## src/rtl/vfc_pkg.sv

```systemverilog
// ----------------------------------------------------------------------------
// vfc_pkg
// Shared types and constants of the view frustum culler: item modes, the
// datapath command and status structs and the controller states.
// ----------------------------------------------------------------------------
`timescale 1ns / 1ps
`default_nettype none

package vfc_pkg;

    localparam int FRAC_BITS_DEF  = 16;
    localparam int SQRT_STEPS_DEF = 32;
    localparam int PLANE_COUNT    = 6;

    typedef logic [2:0] mode_t;

    localparam mode_t MODE_LOAD_MV = 3'd0;
    localparam mode_t MODE_LOAD_PJ = 3'd1;
    localparam mode_t MODE_EXTRACT = 3'd2;
    localparam mode_t MODE_POINT   = 3'd3;
    localparam mode_t MODE_SPHERE  = 3'd4;
    localparam mode_t MODE_CUBE    = 3'd5;

    typedef enum logic [4:0] {
        OP_NOP,
        OP_CAPTURE,
        OP_ACC_CLR,
        OP_MUL_CLIP,
        OP_MUL_TEST,
        OP_MUL_SQ,
        OP_ACC_SHIFT,
        OP_ACC_RAW,
        OP_ACC_D,
        OP_CLIP_STORE,
        OP_RAW_W,
        OP_RAW_E,
        OP_SQRT_INIT,
        OP_SQRT_STEP,
        OP_DIV_INIT,
        OP_DIV_STEP,
        OP_DIV_STORE,
        OP_TEST_CMP,
        OP_RESULT
    } dp_op_t;

    typedef struct packed {
        dp_op_t     op;
        logic [3:0] entry;    // clip entry, row in the upper bits
        logic [1:0] k;        // inner product term
        logic [2:0] plane;
        logic [1:0] comp;     // plane component a, b, c, d
        logic [4:0] bit_idx;  // square root bit under trial
    } dp_cmd_t;

    typedef struct packed {
        mode_t mode;
        logic  out_free;
    } dp_status_t;

    typedef enum logic [4:0] {
        S_IDLE,
        S_DISPATCH,
        S_CLIP_CLR,
        S_CLIP_MUL,
        S_CLIP_ACC,
        S_CLIP_STORE,
        S_RAW_W,
        S_RAW_E,
        S_SQ_CLR,
        S_SQ_MUL,
        S_SQ_ACC,
        S_SQRT_INIT,
        S_SQRT_STEP,
        S_DIV_INIT,
        S_DIV_STEP,
        S_DIV_STORE,
        S_TEST_CLR,
        S_TEST_MUL,
        S_TEST_ACC,
        S_TEST_D,
        S_TEST_CMP,
        S_FINISH
    } ctl_state_t;

endpackage

`default_nettype wire

```

## src/rtl/vfc_controller.sv

```systemverilog
// ----------------------------------------------------------------------------
// vfc_controller
// Sequencer of the frustum culler: walks the clip product, plane extraction
// with square root and division, and the plane tests over the datapath.
// ----------------------------------------------------------------------------
`timescale 1ns / 1ps
`default_nettype none

module vfc_controller #(
    parameter int FRAC_BITS  = vfc_pkg::FRAC_BITS_DEF,
    parameter int SQRT_STEPS = vfc_pkg::SQRT_STEPS_DEF
) (
    input  logic                clk,
    input  logic                rst_n,
    input  logic                item_valid,
    output logic                item_ready,
    input  vfc_pkg::dp_status_t status,
    output vfc_pkg::dp_cmd_t    cmd
);
    import vfc_pkg::*;

    localparam int NW         = 32 + FRAC_BITS;
    localparam int DCW        = $clog2(NW);
    localparam int ROOT_STEPS = (SQRT_STEPS > 32) ? 32 : SQRT_STEPS;
    localparam logic [4:0] ROOT_LAST  = 5'(32 - ROOT_STEPS);
    localparam logic [2:0] PLANE_LAST = 3'(PLANE_COUNT - 1);

    ctl_state_t     state_reg, state_next;
    logic [3:0]     entry_reg, entry_next;
    logic [1:0]     k_reg, k_next;
    logic [2:0]     p_reg, p_next;
    logic [1:0]     comp_reg, comp_next;
    logic [4:0]     bit_reg, bit_next;
    logic [DCW-1:0] cnt_reg, cnt_next;

    always_ff @(posedge clk or negedge rst_n)
    begin
        if (!rst_n)
        begin
            state_reg <= S_IDLE;
            entry_reg <= '0;
            k_reg     <= '0;
            p_reg     <= '0;
            comp_reg  <= '0;
            bit_reg   <= '0;
            cnt_reg   <= '0;
        end
        else
        begin
            state_reg <= state_next;
            entry_reg <= entry_next;
            k_reg     <= k_next;
            p_reg     <= p_next;
            comp_reg  <= comp_next;
            bit_reg   <= bit_next;
            cnt_reg   <= cnt_next;
        end
    end

    always_comb
    begin
        state_next  = state_reg;
        entry_next  = entry_reg;
        k_next      = k_reg;
        p_next      = p_reg;
        comp_next   = comp_reg;
        bit_next    = bit_reg;
        cnt_next    = cnt_reg;
        item_ready  = 1'b0;
        cmd.op      = OP_NOP;
        cmd.entry   = entry_reg;
        cmd.k       = k_reg;
        cmd.plane   = p_reg;
        cmd.comp    = comp_reg;
        cmd.bit_idx = bit_reg;

        unique case (state_reg)
            S_IDLE:
            begin
                item_ready = 1'b1;
                if (item_valid)
                begin
                    cmd.op     = OP_CAPTURE;
                    state_next = S_DISPATCH;
                end
            end
            S_DISPATCH:
            begin
                entry_next = '0;
                p_next     = '0;
                comp_next  = '0;
                unique case (status.mode) inside
                    MODE_EXTRACT:                      state_next = S_CLIP_CLR;
                    MODE_POINT, MODE_SPHERE, MODE_CUBE: state_next = S_TEST_CLR;
                    default:                           state_next = S_FINISH;
                endcase
            end
            S_CLIP_CLR:
            begin
                cmd.op     = OP_ACC_CLR;
                k_next     = '0;
                state_next = S_CLIP_MUL;
            end
            S_CLIP_MUL:
            begin
                cmd.op     = OP_MUL_CLIP;
                state_next = S_CLIP_ACC;
            end
            S_CLIP_ACC:
            begin
                cmd.op     = OP_ACC_SHIFT;
                k_next     = k_reg + 2'd1;
                state_next = (k_reg == 2'd3) ? S_CLIP_STORE : S_CLIP_MUL;
            end
            S_CLIP_STORE:
            begin
                cmd.op     = OP_CLIP_STORE;
                entry_next = entry_reg + 4'd1;
                if (entry_reg == 4'd15)
                begin
                    comp_next  = '0;
                    state_next = S_RAW_W;
                end
                else
                begin
                    state_next = S_CLIP_CLR;
                end
            end
            S_RAW_W:
            begin
                cmd.op     = OP_RAW_W;
                state_next = S_RAW_E;
            end
            S_RAW_E:
            begin
                cmd.op     = OP_RAW_E;
                comp_next  = comp_reg + 2'd1;
                state_next = (comp_reg == 2'd3) ? S_SQ_CLR : S_RAW_W;
            end
            S_SQ_CLR:
            begin
                cmd.op     = OP_ACC_CLR;
                comp_next  = '0;
                state_next = S_SQ_MUL;
            end
            S_SQ_MUL:
            begin
                cmd.op     = OP_MUL_SQ;
                state_next = S_SQ_ACC;
            end
            S_SQ_ACC:
            begin
                cmd.op    = OP_ACC_RAW;
                comp_next = comp_reg + 2'd1;
                if (comp_reg == 2'd2)
                begin
                    comp_next  = '0;
                    state_next = S_SQRT_INIT;
                end
                else
                begin
                    state_next = S_SQ_MUL;
                end
            end
            S_SQRT_INIT:
            begin
                cmd.op     = OP_SQRT_INIT;
                bit_next   = 5'd31;
                state_next = S_SQRT_STEP;
            end
            S_SQRT_STEP:
            begin
                cmd.op   = OP_SQRT_STEP;
                bit_next = bit_reg - 5'd1;
                if (bit_reg == ROOT_LAST)
                begin
                    state_next = S_DIV_INIT;
                end
            end
            S_DIV_INIT:
            begin
                cmd.op     = OP_DIV_INIT;
                cnt_next   = '0;
                state_next = S_DIV_STEP;
            end
            S_DIV_STEP:
            begin
                cmd.op   = OP_DIV_STEP;
                cnt_next = cnt_reg + DCW'(1);
                if (cnt_reg == DCW'(NW - 1))
                begin
                    state_next = S_DIV_STORE;
                end
            end
            S_DIV_STORE:
            begin
                cmd.op    = OP_DIV_STORE;
                comp_next = comp_reg + 2'd1;
                if (comp_reg == 2'd3)
                begin
                    p_next     = p_reg + 3'd1;
                    state_next = (p_reg == PLANE_LAST) ? S_FINISH : S_RAW_W;
                end
                else
                begin
                    state_next = S_DIV_INIT;
                end
            end
            S_TEST_CLR:
            begin
                cmd.op     = OP_ACC_CLR;
                comp_next  = '0;
                state_next = S_TEST_MUL;
            end
            S_TEST_MUL:
            begin
                cmd.op     = OP_MUL_TEST;
                state_next = S_TEST_ACC;
            end
            S_TEST_ACC:
            begin
                cmd.op    = OP_ACC_SHIFT;
                comp_next = comp_reg + 2'd1;
                state_next = (comp_reg == 2'd2) ? S_TEST_D : S_TEST_MUL;
            end
            S_TEST_D:
            begin
                cmd.op     = OP_ACC_D;
                state_next = S_TEST_CMP;
            end
            S_TEST_CMP:
            begin
                cmd.op     = OP_TEST_CMP;
                p_next     = p_reg + 3'd1;
                state_next = (p_reg == PLANE_LAST) ? S_FINISH : S_TEST_CLR;
            end
            S_FINISH:
            begin
                if (status.out_free)
                begin
                    cmd.op     = OP_RESULT;
                    state_next = S_IDLE;
                end
            end
            default:
            begin
                state_next = S_IDLE;
            end
        endcase
    end

endmodule

`default_nettype wire

```

## config.mk

```make
export PLATFORM = sky130hd
export DESIGN_NAME = vfc_controller
export DESIGN_NICKNAME = d
export VERILOG_FILES = /design/src/rtl/vfc_pkg.sv /design/src/rtl/vfc_controller.sv
export SDC_FILE = /design/constraint.sdc
export NUM_CORES = 1
export LEC_CHECK = 0
export BUFFER_PORTS_ARGS = -buffer_cell sky130_fd_sc_hd__buf_2
export CORE_MARGIN = 5
export CORE_UTILIZATION = 25
export DETAILED_ROUTE_END_ITERATION = 12
export GPL_ROUTABILITY_DRIVEN = 1
export GPL_TIMING_DRIVEN = 0
export PLACE_DENSITY = 0.42
export SKIP_CTS_REPAIR_TIMING = 1
export SLEW_MARGIN = 15
export SYNTH_ARGS = -nofsm -noshare
export SYNTH_HDL_FRONTEND = slang
export SYNTH_SLANG_ARGS = --single-unit
```

## constraint.sdc

```tcl
create_clock -name clk -period 2.3 [get_ports clk]
set_input_delay 0.23 -clock clk [delete_from_list [all_inputs] [get_ports clk]]
set_output_delay 0.23 -clock clk [all_outputs]
set_load 0.01 [all_outputs]
```

# Word-level counts from Yosys, hierarchy flattened
# Index checks and enable logic that the tools add are counted.
# word_totals
ff_bits	27
latch_bits	0
ram_bits	0
mem_bits_ro	0
out_inout_bits	22
word_cells	93
mem_count	0
# op_classes
add_sub_neg	6
mul	0
n_div	0
order_cmp	0
n_eq_ne	37
n_shift	0
n_mux	27
bitwise_logic	0
reduce_logical	16
# op_table
operator	count
one-hot mux 5 bit (22 select lines)	1
one-hot mux 5 bit (18 select lines)	1
== test 5 x 4 -> 1 bit, second input constant	8
2-to-1 mux 5 bit	7
== test 5 bit, second input constant	6
== test 5 x 3 -> 1 bit, second input constant	4
one-hot mux 5 bit (2 select lines)	2
2-to-1 mux 3 bit	4
inequality test 2 bit, second input constant	6
one-hot mux 6 bit (2 select lines)	1
OR reduction 3 bit	4
== test 5 x 2 -> 1 bit, second input constant	2
zero test 5 bit	2
== test 3 bit, second input constant	3
one-hot mux 3 bit (3 select lines)	1
2-to-1 mux 2 bit	4
one-hot mux 2 bit (4 select lines)	1
one-hot mux 4 bit (2 select lines)	1
nonzero test 2 bit	4
adder 6 x 1 -> 6 bit, second input constant	1
== test 2 bit, second input constant	3
== test 3 x 2 -> 1 bit, second input constant	2
== test 6 bit, second input constant	1
== test 5 x 1 -> 1 bit, second input constant	1
13 further kinds	16

# Logic depth before layout (Yosys ltp)
# depth
depth_word	4
depth_mapped	7

# Worst setup path before layout
# OpenSTA, ideal clock, no wires.
# synth_timing
kind	register to register
from	register state_reg[3]
to	register comp_reg[0]
setup_ps	126
arrival_time_ps	1531
slack_ps	643
stages_incl_launch_ff	6
cell_sequence	dfrtp_1 buf_6 or4b_4 nor2_2 nor3_1 a221o_1
# synth_between
elab_chain_len	4
# synth_lines
item	line	rtl
start, declared	vfc_controller.sv:28	ctl_state_t state_reg, state_next;
start signal, assigned	vfc_controller.sv:50	state_reg <= state_next;
== test 5 x 1 -> 1 bit, or another cell as far along	vfc_controller.sv:77	unique case (state_reg)
OR reduction 3 bit (no source line)	--	
nonzero test 4 bit (no source line)	--	
AND reduction 2 bit (no source line)	--	
end signal, assigned	vfc_controller.sv:54	comp_reg <= comp_next;
end, declared	vfc_controller.sv:32	logic [1:0] comp_reg, comp_next;
# Parallel ways exist; a longest one is shown, timed or not.
# A chain may end at the register's enable or synchronous reset.

==> summary.txt <==
Pwr
  – P per Cell Area: 1065 mW/mm²
  – Peak supply drop: 362.4 µV
  – Leakage power: 0.001036 µW

Cells and area
  – Fin util: 29.38%
  – Filler Cell Count: 899
  – Max reg flops: 6
  – Total Nets Final: 301
  – Layout cell share with drive strength beyond 1: 18.44%
  – Area grow syn2layout: 15.97%
  – Fin cells: 387
  – Number of inserted diodes: 0

Route
  – Iteration-0 DRC Markers: 195
  – Post-route DRC violation count: 0
  – Routed WL: 6.694 mm
  – Post-DR wirelength/cell: 17.30 µm
  – Routed Antenna Nets: 0
  – Vias/cell: 5.426
  – Total vias in the final route: 2100
  – DRT Pass-1 Iters: 5

Yosys
  – Syn avg cell area: 8.210 µm²
  – FFs w/ async S/R, synth: 100.0%
  – Synth unique cells: 53
  – Yosys warning total: 0
  – Area of the mapped netlist: 0.002061 mm²
  – Mapped Cells: 251
  – Net count after synthesis: 269
  – Sequential fraction of the synthesis area: 32.79%
  – Main synth FF type: dfrtp_1
  – EDFF count, synth: 0
  – Synthesis-stage register bit count: 27

Timing
  – Final setup vio count: 0
  – Slew @ Worst Pin: 0.6330 ns
  – Final Hold Viols: 27
  – Rel. slew slack: 57.80%
  – Final Max Slew Viols: 0
  – Final min period: 2.207 ns
  – Crit share post-route: 95.96%
  – Skew final: 0.008928 ns
  – Fmax: 0.4531 GHz
  – RSZ-0062 raised after global routing: yes
  – Post-route setup TNS: 0 ns
  – Final hold slack: -0.05496 ns
  – Final worst setup slack: 0.09300 ns

Outcome
  – Status: finished with violations
  – Failing checks: negative hold slack

Worst setup path
  – CP required: 2.07 ns
  – Worst EP arrival: 1.98 ns
  – Worst setup SP type: flop
  – CP max FO: 7
  – Kind of critical path: reg -> out
  – Crit. End Element: output pin

Place
  – DP Cell Count: 384
  – Gpl congestion: 0.8789
  – HPWL Detailed: 4.891 mm
  – Port Buffers: 28
  – Setup WS pre-CTS: 0.09429 ns

Die
  – Top Ports: 29
  – # rows: 33
  – Die width: 100.8 µm
  – Total core area: 0.008134 mm²
  – Die area: 0.01016 mm²
  – Starting Density: 25.33%
  – Die height: 100.8 µm

Global routing
  – Grt ovf: 0
  – Initial antenna violation count: 0
  – First-pass GRT wire length: 10.96 mm
  – GRT Util Overall: 13.54%
  – Vias in the first global route: 2098
  – Largest net degree at the start of global routing: 28

Clock network
  – Num CTS Buffers: 3
  – H-tree levels: 1
  – Clk root buf: clkbuf_8
  – CTS Sinks: 27
  – CTS tree: done
  – CTS clock-pin slew for the worst setup and hold paths: 0.11 ns
  – Clk buf depth: 2
  – Worst-skew pair later-pin latency: 0.29 ns

Worst hold path
  – Worst hold-check path type: in -> async

Flow run
  – Max cap viols: 0
-- metal layers --
layer / GRT usage [%] / vias up / routed length, µm
met4: 2.487 / 0 / 108
met5: 0 / - / 0
met3: 2.630 / 19 / 345
li1: - / 991 / -
met1: 18.40 / 1017 / 3150
met2: 22.43 / 73 / 3090
-- power breakdown --
part / internal (µW) / total, µW / switching [µW] / leakage (µW)
sequential: 586 / 728 / 142 / 0.000329
combinational: 564 / 1520 / 954 / 0.000684
clock: 125 / 299 / 174 / 0.0000228
-- layout by cell type (no fill, tap or decap), types with 7 or more instances in the layout --
cell / n
nand3_1: 7
inv_1: 9
nor2_1: 14
dfrtp_1: 26
ha_1: 11
o21ai_0: 23
nor3_1: 11
nand2_1: 28
a21oi_1: 19
buf_2: 34
-- synthesized netlist by cell type, types with 3 or more instances --
| library cell | number | area (µm²) |
|---|---|---|
| a221o_1 | 3 | 30.03 |
| o22ai_1 | 3 | 18.77 |
| nand2_1 | 28 | 105.1 |
| dfrtp_1 | 27 | 675.7 |
| a2bb2oi_1 | 3 | 26.28 |
| clkbuf_1 | 7 | 26.28 |
| a21oi_1 | 19 | 95.09 |
| nand3_1 | 7 | 35.03 |
| ha_1 | 11 | 137.6 |
| nor4_1 | 4 | 25.02 |
| o311ai_0 | 3 | 26.28 |
| and3_1 | 5 | 31.28 |
| nor2b_1 | 5 | 31.28 |
| xor2_1 | 4 | 35.03 |
| nor2_1 | 14 | 52.55 |
| o21ai_0 | 23 | 115.1 |
| buf_2 | 6 | 30.03 |
| mux2i_1 | 4 | 40.04 |
| xnor2_1 | 4 | 35.03 |
| buf_1 | 4 | 15.01 |
| nand2b_1 | 4 | 25.02 |
| o32ai_1 | 3 | 26.28 |
| inv_1 | 9 | 33.78 |
| nor3_1 | 11 | 55.05 |
-- critical path, stage by stage (launching register included) --
cell and delay (ns):
dfrtp_2 0.48, or2_2 0.29, clkbuf_1 0.20, mux2_2 0.30, a32oi_1 0.15, o22ai_1 0.11
buf_2 0.15
-- final timing paths --
kind                                               start                       end  slack [ns]  cells past startpoint
min in group clk                               status[1]  state_reg[1]$_DFFE_PN0P_        0.25                      4
worst max-delay path            state_reg[1]$_DFFE_PN0P_                   cmd[19]        0.09                      6
max in group asynchronous                          rst_n  state_reg[1]$_DFFE_PN0P_        1.91                      1
worst max register to register  state_reg[0]$_DFFE_PN0P_  state_reg[4]$_DFFE_PN0P_        0.35                      6
worst min register to register    cnt_reg[5]$_DFFE_PN0P_    cnt_reg[5]$_DFFE_PN0P_        0.53                      2
worst min-delay path                               rst_n      k_reg[0]$_DFFE_PN0P_       -0.05                      1
-- kinds of logic (layout without fill, tap and decap cells) --
logic type	Yosys count	count (layout)	synth area share [%]
fa+ha+maj	11	11	6.679
compound gates	73	73	22.71
simple gates	99	99	25.74
buf+inv	27	58	5.647
xor+xnor	8	8	3.400
mux	6	6	3.036
flops	27	27	32.79
-- through the flow --
step	instance area, µm²	total power (µW)
global placement	2332	2246
global route	2390	2750
floorplan	2061	1706
CTS	2377	2542
finish	2390	2545
detailed placement	2332	2232
-- layout make-up --
cell class | instances | area [µm²] | area share (%)
Multi-Input combinational cell | 197 | 1270 | 53.14
Sequential cell | 27 | 676.9 | 28.32
Timing Repair Buffer | 28 | 140.1 | 5.864
Tap cell | 105 | 131.4 | 5.497
Buffer | 17 | 92.59 | 3.874
Clock buffer | 4 | 45.04 | 1.885
Inverter | 9 | 33.78 | 1.414
Power figures use the tool's default switching activity.
